$ cat src/rtl/core/ssrc_pkg.sv
// Shared types, constants and codes for the stepper speed ramp controller.
package ssrc_pkg;

    localparam int SAMPLE_BITS = 12;
    localparam int FULL_SCALE  = (1 << SAMPLE_BITS) - 1;
    localparam int DB_W        = 12;
    localparam int HZ_W        = 16;
    localparam int RATE_W      = 17;
    localparam int EXT_W       = 18;
    localparam int PERIOD_W    = 20;
    localparam int CMP_W       = 19;
    localparam int PROD_W      = SAMPLE_BITS + HZ_W;
    localparam int DEN_W       = HZ_W;
    localparam int MAP_W       = PROD_W + 2;
    localparam int US_PER_S    = 1000000;
    localparam int PERIOD_MIN  = 2;
    localparam int FIFO_DEPTH  = 4;
    localparam int FIFO_AW     = $clog2(FIFO_DEPTH);

    typedef enum logic [1:0] {
        FUNC_THROTTLE = 2'd0,
        FUNC_SET      = 2'd1,
        FUNC_TICK     = 2'd2,
        FUNC_STOP     = 2'd3
    } func_t;

    typedef enum logic [1:0] {
        REG_DEADBAND  = 2'd0,
        REG_MIN_RATE  = 2'd1,
        REG_MAX_RATE  = 2'd2,
        REG_RAMP_STEP = 2'd3
    } reg_idx_t;

    typedef enum logic [2:0] {
        OP_MAP,
        OP_ZERO_TICK,
        OP_SET,
        OP_TICK,
        OP_STOP
    } op_t;

    typedef struct packed {
        logic [DB_W-1:0] deadband;
        logic [HZ_W-1:0] min_rate;
        logic [HZ_W-1:0] max_rate;
        logic [HZ_W-1:0] ramp_step;
    } cfg_t;

    typedef struct packed {
        op_t                      op;
        logic [SAMPLE_BITS-1:0]   sample;
        logic                     ccw;
        logic signed [RATE_W-1:0] target;
    } cmd_t;

endpackage

$ cat src/rtl/core/ssrc_front.sv
// Front end: accepts command words and classifies them for the back end.
module ssrc_front
    import ssrc_pkg::*;
(
    input  logic                     in_valid,
    input  logic [1:0]               func,
    input  logic [SAMPLE_BITS-1:0]   cw_sample,
    input  logic [SAMPLE_BITS-1:0]   ccw_sample,
    input  logic signed [RATE_W-1:0] direct_target_hz,
    input  cfg_t                     cfg,
    input  logic                     q_full,
    output logic                     in_stall,
    output logic                     push,
    output cmd_t                     cmd
);

    logic                     cw_on;
    logic                     ccw_on;
    logic signed [RATE_W-1:0] mx;

    assign cw_on  = RATE_W'(cw_sample) > RATE_W'(cfg.deadband);
    assign ccw_on = RATE_W'(ccw_sample) > RATE_W'(cfg.deadband);
    assign mx     = $signed({1'b0, cfg.max_rate});

    assign in_stall = q_full;
    assign push     = in_valid && !q_full;

    always_comb
    begin
        cmd.sample = cw_on ? cw_sample : ccw_sample;
        cmd.ccw    = !cw_on;
        cmd.target = direct_target_hz;
        if (direct_target_hz > mx)
        begin
            cmd.target = mx;
        end
        else if (direct_target_hz < -mx)
        begin
            cmd.target = -mx;
        end
        case (func_t'(func))
            FUNC_THROTTLE: cmd.op = (cw_on != ccw_on) ? OP_MAP : OP_ZERO_TICK;
            FUNC_SET:      cmd.op = OP_SET;
            FUNC_TICK:     cmd.op = OP_TICK;
            FUNC_STOP:     cmd.op = OP_STOP;
            default:       cmd.op = OP_STOP;
        endcase
    end

endmodule

$ cat src/rtl/core/ssrc_fifo.sv
// Short command queue between the front and back ends.
module ssrc_fifo
    import ssrc_pkg::*;
(
    input  logic clk,
    input  logic rst_n,
    input  logic push,
    input  cmd_t push_cmd,
    input  logic pop,
    output logic full,
    output logic empty,
    output cmd_t head
);

    cmd_t                 mem [FIFO_DEPTH];
    logic [FIFO_AW-1:0]   wr_ptr_reg;
    logic [FIFO_AW-1:0]   rd_ptr_reg;
    logic [FIFO_AW:0]     count_reg;
    logic [FIFO_AW:0]     count_next;

    assign full  = count_reg == (FIFO_AW + 1)'(FIFO_DEPTH);
    assign empty = count_reg == '0;
    assign head  = mem[rd_ptr_reg];

    always_comb
    begin
        count_next = count_reg;
        if (push && !pop)
        begin
            count_next = count_reg + 1'b1;
        end
        else if (pop && !push)
        begin
            count_next = count_reg - 1'b1;
        end
    end

    always_ff @(posedge clk)
    begin
        if (push)
        begin
            mem[wr_ptr_reg] <= push_cmd;
        end
    end

    always_ff @(posedge clk or negedge rst_n)
    begin
        if (!rst_n)
        begin
            wr_ptr_reg <= '0;
            rd_ptr_reg <= '0;
            count_reg  <= '0;
        end
        else
        begin
            if (push)
            begin
                wr_ptr_reg <= wr_ptr_reg + 1'b1;
            end
            if (pop)
            begin
                rd_ptr_reg <= rd_ptr_reg + 1'b1;
            end
            count_reg <= count_next;
        end
    end

endmodule

$ cat src/rtl/core/ssrc_div.sv
// Restoring serial divider, one quotient bit per cycle.
module ssrc_div
    import ssrc_pkg::*;
(
    input  logic              clk,
    input  logic              rst_n,
    input  logic              start,
    input  logic [PROD_W-1:0] num,
    input  logic [DEN_W-1:0]  den,
    output logic              done,
    output logic [PROD_W-1:0] quo
);

    localparam int CNT_W = $clog2(PROD_W + 1);

    logic [PROD_W-1:0] quo_reg;
    logic [DEN_W:0]    rem_reg;
    logic [DEN_W-1:0]  den_reg;
    logic [CNT_W-1:0]  cnt_reg;
    logic              busy_reg;
    logic              done_reg;
    logic [DEN_W+1:0]  rem_sh;
    logic [DEN_W+1:0]  rem_sub;

    assign rem_sh  = {rem_reg, quo_reg[PROD_W-1]};
    assign rem_sub = rem_sh - (DEN_W + 2)'(den_reg);
    assign done    = done_reg;
    assign quo     = quo_reg;

    always_ff @(posedge clk or negedge rst_n)
    begin
        if (!rst_n)
        begin
            busy_reg <= 1'b0;
            done_reg <= 1'b0;
            cnt_reg  <= '0;
        end
        else
        begin
            done_reg <= 1'b0;
            if (start)
            begin
                busy_reg <= 1'b1;
                cnt_reg  <= '0;
            end
            else if (busy_reg)
            begin
                cnt_reg <= cnt_reg + 1'b1;
                if (cnt_reg == CNT_W'(PROD_W - 1))
                begin
                    busy_reg <= 1'b0;
                    done_reg <= 1'b1;
                end
            end
        end
    end

    always_ff @(posedge clk)
    begin
        if (start)
        begin
            quo_reg <= num;
            rem_reg <= '0;
            den_reg <= den;
        end
        else if (busy_reg)
        begin
            if (!rem_sub[DEN_W+1])
            begin
                rem_reg <= rem_sub[DEN_W:0];
                quo_reg <= {quo_reg[PROD_W-2:0], 1'b1};
            end
            else
            begin
                rem_reg <= rem_sh[DEN_W:0];
                quo_reg <= {quo_reg[PROD_W-2:0], 1'b0};
            end
        end
    end

endmodule

$ cat src/rtl/core/ssrc_back.sv
// Back end: throttle map, ramp tick, period derivation and result register.
module ssrc_back
    import ssrc_pkg::*;
(
    input  logic                       clk,
    input  logic                       rst_n,
    input  cfg_t                       cfg,
    input  logic                       q_empty,
    input  cmd_t                       q_head,
    output logic                       pop,
    input  logic                       out_stall,
    output logic                       out_valid,
    output logic signed [RATE_W-1:0]   current_rate,
    output logic signed [RATE_W-1:0]   target_rate,
    output logic                       direction_cw,
    output logic                       step_enable,
    output logic [PERIOD_W-1:0]        step_period,
    output logic [PERIOD_W-1:0]        reload_value,
    output logic [CMP_W-1:0]           compare_value
);

    typedef enum logic [2:0] {
        ST_IDLE,
        ST_MUL,
        ST_MAPGO,
        ST_MAPDIV,
        ST_TICK,
        ST_PERDIV,
        ST_OUT
    } state_t;

    state_t                   state_reg, state_next;
    cmd_t                     cmd_reg, cmd_next;
    logic signed [RATE_W-1:0] cur_reg, cur_next;
    logic signed [RATE_W-1:0] tgt_reg, tgt_next;
    logic                     dir_reg, dir_next;
    logic [PERIOD_W-1:0]      per_reg, per_next;
    logic [PROD_W-1:0]        prod_reg, prod_next;
    logic                     negmap_reg, negmap_next;
    logic                     ov_reg, ov_next;
    logic signed [RATE_W-1:0] rcur_reg, rcur_next;
    logic signed [RATE_W-1:0] rtgt_reg, rtgt_next;
    logic                     rdir_reg, rdir_next;
    logic [PERIOD_W-1:0]      rper_reg, rper_next;

    logic                     div_start;
    logic [PROD_W-1:0]        div_num;
    logic [DEN_W-1:0]         div_den;
    logic                     div_done;
    logic [PROD_W-1:0]        div_quo;

    logic [RATE_W-1:0]        span_w;
    logic [RATE_W-1:0]        diff_w;
    logic signed [RATE_W-1:0] hl;
    logic [HZ_W-1:0]          hl_mag;
    logic signed [MAP_W-1:0]  sq;
    logic signed [MAP_W-1:0]  fmap;
    logic signed [MAP_W-1:0]  lo_ext;
    logic signed [MAP_W-1:0]  hi_ext;
    logic [HZ_W-1:0]          mapped;

    logic signed [RATE_W-1:0] tz;
    logic signed [EXT_W-1:0]  delta;
    logic signed [EXT_W-1:0]  step_ext;
    logic signed [EXT_W-1:0]  cnew_ext;
    logic signed [RATE_W-1:0] cnew;
    logic [HZ_W-1:0]          cmag;

    ssrc_div u_div (
        .clk   (clk),
        .rst_n (rst_n),
        .start (div_start),
        .num   (div_num),
        .den   (div_den),
        .done  (div_done),
        .quo   (div_quo)
    );

    assign span_w = RATE_W'(FULL_SCALE) - RATE_W'(cfg.deadband);
    assign diff_w = RATE_W'(cmd_reg.sample) - RATE_W'(cfg.deadband);
    assign hl     = $signed({1'b0, cfg.max_rate}) - $signed({1'b0, cfg.min_rate});
    assign hl_mag = hl[RATE_W-1] ? HZ_W'(-hl) : HZ_W'(hl);
    assign lo_ext = $signed(MAP_W'(cfg.min_rate));
    assign hi_ext = $signed(MAP_W'(cfg.max_rate));
    assign sq     = negmap_reg ? -$signed(MAP_W'(div_quo)) : $signed(MAP_W'(div_quo));
    assign fmap   = lo_ext + sq;

    always_comb
    begin
        if (fmap < lo_ext)
        begin
            mapped = cfg.min_rate;
        end
        else if (fmap > hi_ext)
        begin
            mapped = cfg.max_rate;
        end
        else
        begin
            mapped = fmap[HZ_W-1:0];
        end
    end

    // A target of the opposite sign to a moving rate is dropped to zero first.
    assign tz = ((tgt_reg > 0 && cur_reg < 0) || (tgt_reg < 0 && cur_reg > 0)) ? '0 : tgt_reg;
    assign delta    = EXT_W'(tz) - EXT_W'(cur_reg);
    assign step_ext = $signed(EXT_W'(cfg.ramp_step));

    always_comb
    begin
        cnew_ext = EXT_W'(cur_reg);
        if (delta > 0)
        begin
            cnew_ext = EXT_W'(cur_reg) + ((delta < step_ext) ? delta : step_ext);
        end
        else if (delta < 0)
        begin
            cnew_ext = EXT_W'(cur_reg) + ((delta > -step_ext) ? delta : -step_ext);
        end
    end

    assign cnew = cnew_ext[RATE_W-1:0];
    assign cmag = cnew[RATE_W-1] ? HZ_W'(-cnew) : HZ_W'(cnew);

    always_comb
    begin
        state_next  = state_reg;
        cmd_next    = cmd_reg;
        cur_next    = cur_reg;
        tgt_next    = tgt_reg;
        dir_next    = dir_reg;
        per_next    = per_reg;
        prod_next   = prod_reg;
        negmap_next = negmap_reg;
        ov_next     = ov_reg && out_stall;
        rcur_next   = rcur_reg;
        rtgt_next   = rtgt_reg;
        rdir_next   = rdir_reg;
        rper_next   = rper_reg;
        pop         = 1'b0;
        div_start   = 1'b0;
        div_num     = prod_reg;
        div_den     = span_w[DEN_W-1:0];
        case (state_reg)
            ST_IDLE:
            begin
                if (!q_empty)
                begin
                    pop      = 1'b1;
                    cmd_next = q_head;
                    case (q_head.op)
                        OP_MAP:
                        begin
                            state_next = ST_MUL;
                        end
                        OP_ZERO_TICK:
                        begin
                            tgt_next   = '0;
                            state_next = ST_TICK;
                        end
                        OP_TICK:
                        begin
                            state_next = ST_TICK;
                        end
                        OP_SET:
                        begin
                            tgt_next   = q_head.target;
                            state_next = ST_OUT;
                        end
                        default:
                        begin
                            tgt_next   = '0;
                            cur_next   = '0;
                            state_next = ST_OUT;
                        end
                    endcase
                end
            end
            ST_MUL:
            begin
                prod_next   = PROD_W'(diff_w[SAMPLE_BITS-1:0] * hl_mag);
                negmap_next = hl[RATE_W-1];
                state_next  = ST_MAPGO;
            end
            ST_MAPGO:
            begin
                div_start  = 1'b1;
                state_next = ST_MAPDIV;
            end
            ST_MAPDIV:
            begin
                if (div_done)
                begin
                    tgt_next   = cmd_reg.ccw ? -$signed({1'b0, mapped})
                                             : $signed({1'b0, mapped});
                    state_next = ST_TICK;
                end
            end
            ST_TICK:
            begin
                tgt_next = tz;
                cur_next = cnew;
                if (cnew != '0)
                begin
                    div_start  = 1'b1;
                    div_num    = PROD_W'(US_PER_S);
                    div_den    = cmag;
                    state_next = ST_PERDIV;
                end
                else
                begin
                    state_next = ST_OUT;
                end
            end
            ST_PERDIV:
            begin
                if (div_done)
                begin
                    dir_next   = cur_reg > 0;
                    per_next   = (div_quo < PROD_W'(PERIOD_MIN)) ? PERIOD_W'(PERIOD_MIN)
                                                                 : div_quo[PERIOD_W-1:0];
                    state_next = ST_OUT;
                end
            end
            ST_OUT:
            begin
                if (!ov_reg || !out_stall)
                begin
                    ov_next    = 1'b1;
                    rcur_next  = cur_reg;
                    rtgt_next  = tgt_reg;
                    rdir_next  = dir_reg;
                    rper_next  = per_reg;
                    state_next = ST_IDLE;
                end
            end
            default:
            begin
                state_next = ST_IDLE;
            end
        endcase
    end

    always_ff @(posedge clk or negedge rst_n)
    begin
        if (!rst_n)
        begin
            state_reg  <= ST_IDLE;
            cur_reg    <= '0;
            tgt_reg    <= '0;
            dir_reg    <= 1'b1;
            per_reg    <= PERIOD_W'(PERIOD_MIN);
            ov_reg     <= 1'b0;
            cmd_reg    <= '0;
            prod_reg   <= '0;
            negmap_reg <= 1'b0;
            rcur_reg   <= '0;
            rtgt_reg   <= '0;
            rdir_reg   <= 1'b1;
            rper_reg   <= PERIOD_W'(PERIOD_MIN);
        end
        else
        begin
            state_reg  <= state_next;
            cur_reg    <= cur_next;
            tgt_reg    <= tgt_next;
            dir_reg    <= dir_next;
            per_reg    <= per_next;
            ov_reg     <= ov_next;
            cmd_reg    <= cmd_next;
            prod_reg   <= prod_next;
            negmap_reg <= negmap_next;
            rcur_reg   <= rcur_next;
            rtgt_reg   <= rtgt_next;
            rdir_reg   <= rdir_next;
            rper_reg   <= rper_next;
        end
    end

    assign out_valid     = ov_reg;
    assign current_rate  = rcur_reg;
    assign target_rate   = rtgt_reg;
    assign direction_cw  = rdir_reg;
    assign step_enable   = rcur_reg != '0;
    assign step_period   = rper_reg;
    assign reload_value  = rper_reg - 1'b1;
    assign compare_value = CMP_W'(rper_reg >> 1);

    a_period_floor: assert property (@(posedge clk) disable iff (!rst_n)
        per_reg >= PERIOD_W'(PERIOD_MIN))
        else $error("period latch below its floor");

    a_no_reverse: assert property (@(posedge clk) disable iff (!rst_n)
        state_reg == ST_TICK |=> !((cur_reg > 0 && $past(cur_reg) < 0)
                                || (cur_reg < 0 && $past(cur_reg) > 0)))
        else $error("ramp tick reversed the rate");

    a_div_idle_start: assert property (@(posedge clk) disable iff (!rst_n)
        div_done |-> (state_reg == ST_MAPDIV || state_reg == ST_PERDIV))
        else $error("divider finished outside a wait state");

    a_out_hold: assert property (@(posedge clk) disable iff (!rst_n)
        ov_reg && out_stall |=> ov_reg && $stable(rcur_reg) && $stable(rper_reg))
        else $error("stalled result changed");

endmodule

$ cat src/rtl/core/stepper_speed_ramp_controller.sv
// Top level of the stepper speed ramp controller: registers, queue and both ends.
//
//  channel  direction  handshake              word
//  in       sink       in_valid / in_stall    func, samples, direct target
//  out      source     out_valid / out_stall  rates, direction, timer values
//  cfg      sink       cfg_valid / cfg_ready  cfg_index, cfg_data
//
// Stop and set-target words go from the queue straight to the result register; a
// tick passes through the ramp step and, if it leaves the rate moving, through the
// 28-step serial divider for the period. A throttle word with one side past the
// deadband runs the divider for the map first. A four-word queue lets the front
// end accept while the back end works or a result waits. Reset is asynchronous
// and needs no clearing pass; the configuration port is always ready.
module stepper_speed_ramp_controller
    import ssrc_pkg::*;
(
    input  logic                     clk,
    input  logic                     rst_n,
    input  logic                     in_valid,
    output logic                     in_stall,
    input  logic [1:0]               func,
    input  logic [SAMPLE_BITS-1:0]   cw_sample,
    input  logic [SAMPLE_BITS-1:0]   ccw_sample,
    input  logic signed [RATE_W-1:0] direct_target_hz,
    output logic                     out_valid,
    input  logic                     out_stall,
    output logic signed [RATE_W-1:0] current_rate,
    output logic signed [RATE_W-1:0] target_rate,
    output logic                     direction_cw,
    output logic                     step_enable,
    output logic [PERIOD_W-1:0]      step_period,
    output logic [PERIOD_W-1:0]      reload_value,
    output logic [CMP_W-1:0]         compare_value,
    input  logic                     cfg_valid,
    output logic                     cfg_ready,
    input  logic [1:0]               cfg_index,
    input  logic [HZ_W-1:0]          cfg_data
);

    cfg_t cfg_reg;
    cmd_t front_cmd;
    cmd_t q_head;
    logic push;
    logic pop;
    logic q_full;
    logic q_empty;

    assign cfg_ready = 1'b1;

    always_ff @(posedge clk or negedge rst_n)
    begin
        if (!rst_n)
        begin
            cfg_reg.deadband  <= DB_W'(150);
            cfg_reg.min_rate  <= HZ_W'(200);
            cfg_reg.max_rate  <= HZ_W'(5000);
            cfg_reg.ramp_step <= HZ_W'(100);
        end
        else if (cfg_valid && cfg_ready)
        begin
            case (reg_idx_t'(cfg_index))
                REG_DEADBAND:  cfg_reg.deadband  <= cfg_data[DB_W-1:0];
                REG_MIN_RATE:  cfg_reg.min_rate  <= cfg_data;
                REG_MAX_RATE:  cfg_reg.max_rate  <= cfg_data;
                REG_RAMP_STEP: cfg_reg.ramp_step <= cfg_data;
                default:       cfg_reg.ramp_step <= cfg_reg.ramp_step;
            endcase
        end
    end

    ssrc_front u_front (
        .in_valid         (in_valid),
        .func             (func),
        .cw_sample        (cw_sample),
        .ccw_sample       (ccw_sample),
        .direct_target_hz (direct_target_hz),
        .cfg              (cfg_reg),
        .q_full           (q_full),
        .in_stall         (in_stall),
        .push             (push),
        .cmd              (front_cmd)
    );

    ssrc_fifo u_fifo (
        .clk      (clk),
        .rst_n    (rst_n),
        .push     (push),
        .push_cmd (front_cmd),
        .pop      (pop),
        .full     (q_full),
        .empty    (q_empty),
        .head     (q_head)
    );

    ssrc_back u_back (
        .clk           (clk),
        .rst_n         (rst_n),
        .cfg           (cfg_reg),
        .q_empty       (q_empty),
        .q_head        (q_head),
        .pop           (pop),
        .out_stall     (out_stall),
        .out_valid     (out_valid),
        .current_rate  (current_rate),
        .target_rate   (target_rate),
        .direction_cw  (direction_cw),
        .step_enable   (step_enable),
        .step_period   (step_period),
        .reload_value  (reload_value),
        .compare_value (compare_value)
    );

endmodule
$ cat config.mk
export PLATFORM = sky130hd
export DESIGN_NAME = stepper_speed_ramp_controller
export DESIGN_NICKNAME = d
export VERILOG_FILES = /design/src/rtl/core/ssrc_pkg.sv /design/src/rtl/core/ssrc_front.sv /design/src/rtl/core/ssrc_fifo.sv /design/src/rtl/core/ssrc_div.sv /design/src/rtl/core/ssrc_back.sv /design/src/rtl/core/stepper_speed_ramp_controller.sv
export SDC_FILE = /design/constraint.sdc
export NUM_CORES = 2
export LEC_CHECK = 0
export BUFFER_PORTS_ARGS = -buffer_cell sky130_fd_sc_hd__buf_2
export CORE_UTILIZATION = 35
export CTS_CLUSTER_DIAMETER = 150
export DETAILED_ROUTE_END_ITERATION = 10
export HOLD_SLACK_MARGIN = 0.02
export SKIP_CTS_REPAIR_TIMING = 1
export SYNTH_ARGS = -nofsm -noshare
export SYNTH_HDL_FRONTEND = slang
export SYNTH_SLANG_ARGS = --single-unit
$ cat constraint.sdc
create_clock -name clk -period 27.7 [get_ports clk]
set_input_delay 2.77 -clock clk [delete_from_list [all_inputs] [get_ports clk]]
set_output_delay 2.77 -clock clk [all_outputs]
set_load 0.1 [all_outputs]
==> results.ini <==
[worst_setup_path]
crit_slowest_cell = or3_1
r2r_start = u_back.cur_reg[9]
endpoint_kind = register
slowest_delay_ns = 0.97
cp_max_fo = 46
reg2regPathDepth = 39
path_buf_inv = 4
worstPathRequired_ns = 27.91
r2r_slack_ns = 16.38
path_class = reg -> reg
cp.arrival_ns = 11.52
start_kind = register
crit_family = compound AO/OA/AOI/OAI gates
regToRegEndpoint = u_back.u_div.quo[2]

[clocking]
cts_root_buf = clkbuf_16
cts.sinks = 423
clk_pin_slew_worst_paths_ns = 0.06
htree_levels = 2
cts_made_buffers = 49
clock_latency_ns = 0.62
tritoncts = built
clock_path_buffers = 3

[logic_synthesis]
synth-edff-count = 176
ys_types = 105
avgSynthCellArea_um2 = 9.78
synth-seq-area-share_pct = 32.6
syn_nets = 4100
synthArstFlopShare_pct = 54.4
synthCells = 3580
yosysTopAreaCell = edfxtp_1
ys_ff_latch = 423
ys_warn_count = 0
synth_top_flop_cell = dfrtp_1
synth_area_um2 = 35000
yosysTopAreaCellShare_pct = 15.1
synth.area.top_cells = edfxtp_1 (15%), dfrtp_1 (15%), ha_1 (11%)

[timing]
finalMaxSlewViolations = 0
slew_headroom_pct = 17.3
period_needed_ns = 11.32
fmax_ghz = 0.0884
rsz0062_at_grt = false
layout_setup_ws_ns = 16.38
hold_viol = 0
tns_ns = 0
worstMarginPinSlew_ns = 1.23
period_share_pct = 40.8
clock_skew_ns = 0.0361
finalSetupViolations = 0

[die]
die_area_um2 = 101000
die_w_um = 318
core_um2 = 98700
rows = 115
start_util_pct = 35.5
die_h_um = 318
boundaryPins = 164

[routing]
postRouteAntennaNets = 0
route.detailed.drc = 0
drt_wl_total_um = 102000
firstDrtPassIters = 6
wl_per_cell_um = 20.4
drt_iter0_drc = 2167
via_per_inst = 5.41
num_vias = 27135

[global_route]
grtUsageTotal_pct = 19.9
grt_max_degree = 73
grt_pass1_wl_um = 158000
grt_pass1_vias = 26640
antenna_found_initial = 0
grt-ovfl-total = 0

[place]
place_ws_ns = 16.67
hpwl_um = 79200
numPortBuffers = 162
gp_congestion = 0.968

[run]
max_cap_viol_count = 0

[min_path]
worst_hold_path.endpoint = u_back.per_reg[19]
min_path_type = reg -> reg
hold_depth = 2
hold_path.startpoint = u_back.per_reg[19]

[run_status]
run_status = complete, no violations

[final_layout]
diodes = 0
drive_above_1_share_pct = 15.3
nNetsFinal = 4206
largest_register_ffs = 132
area_growth_pct = 11.2

synth_stat cells (47+ instances only):
cell type  instances
xnor2_1          136
a21oi_1          139
mux2_2           155
nor3_1            64
ha_1             306
fa_1             148
nor2_1           159
o21ai_0          188
mux2i_1           50
and2_1            75
nor2b_1           47
inv_1            326
dfrtp_1          211
xor2_1            75
a21o_1            73
edfxtp_1         176
nand2_1          394
clkbuf_1         121
worst max path at each step:
stage                            from              endpoint  slack [ns]  cells past startpoint
floorplan           u_back.cur_reg[1]   u_back.u_div.quo[0]       18.30                     41
finish              u_back.cur_reg[9]   u_back.u_div.quo[2]       16.38                     39
detailed placement  u_back.cur_reg[1]  u_back.u_div.quo[12]       16.67                     39
global placement    u_back.cur_reg[9]  u_back.u_div.quo[12]       16.78                     39
CTS                 u_back.cur_reg[9]   u_back.u_div.quo[2]       16.60                     39
global route        u_back.cur_reg[9]   u_back.u_div.quo[2]       15.68                     38
stage by stage:
step                      cells  hold slack [ns]  area [um2]  utilization [%]
final                      5014            0.478       38900             39.4
after global placement     4922            0.467       37200             37.7
after detailed placement   4922            0.476       37200             37.7
after global routing       5014            0.503       38900             39.4
after CTS                  5014            0.490       38900             39.4
after floorplan            3580            0.446       35000                -
worst reg2reg max path: cells and delay by family, from the launching register on:
kind / cells / cell delay, ns
flops: 1 / 0.46
compound gates: 19 / 4.42
buf+inv: 4 / 1.00
simple gates: 12 / 3.50
fa+ha+maj: 4 / 1.52
cell type report:
cell class                 instances  area [um2]
timing repair buffer             210        1180
clock buffer                      60        1300
fill                            9726       59800
sequential                       423       11400
inverter                         327        1230
tap                             1287        1610
clock inverter                    32         405
multi-input combinational       2675       21800
placed cells by master, fill, tap and decap left out, types with 18 or more instances in the layout:
| master | instances |
|---|---|
| a211oi_1 | 28 |
| a21o_1 | 73 |
| a21oi_1 | 139 |
| a22o_1 | 19 |
| a22oi_1 | 24 |
| a31oi_1 | 20 |
| and2_1 | 75 |
| buf_2 | 161 |
| buf_4 | 48 |
| clkbuf_16 | 49 |
| dfrtp_1 | 210 |
| dfstp_2 | 19 |
| edfxtp_1 | 176 |
| fa_1 | 148 |
| ha_1 | 306 |
| inv_1 | 326 |
| mux2_2 | 155 |
| mux2i_1 | 50 |
| mux4_2 | 33 |
| nand2_1 | 393 |
| nand2b_1 | 46 |
| nand3_1 | 46 |
| nand4_1 | 27 |
| nor2_1 | 159 |
| nor2b_1 | 47 |
| nor3_1 | 64 |
| nor4_1 | 30 |
| o21a_1 | 33 |
| o21ai_0 | 188 |
| o22ai_1 | 18 |
| o31ai_1 | 24 |
| o41ai_1 | 18 |
| or2_2 | 18 |
| or3_1 | 40 |
| xnor2_1 | 128 |
| xor2_1 | 72 |
per-layer routing:
layer / vias up / track usage, % / wire (um)
met5: - / 0.946 / 134
met4: 5 / 6.21 / 3020
met3: 162 / 3.37 / 5990
met2: 751 / 32.1 / 46900
met1: 13357 / 27.1 / 46100
li1: 12860 / - / -
cell families (layout without fill, tap and decap cells):
family | Yosys count | count (layout) | share of synthesized area [%]
AOI/OAI and AO/OA | 739 | 739 | 14.0
xor gates and xnor gates | 213 | 213 | 5.39
adders and majority gates | 454 | 454 | 19.4
buffers and inverters | 482 | 629 | 5.45
DFF | 423 | 423 | 32.6
muxes | 239 | 239 | 8.58
other | 1 | 1 | 0.0107
and+or+nand+nor | 1029 | 1029 | 14.5
Power is left out: the tool's default activity adds up to more than one toggle a clock period on the data nets, which glitch-free logic cannot reach.
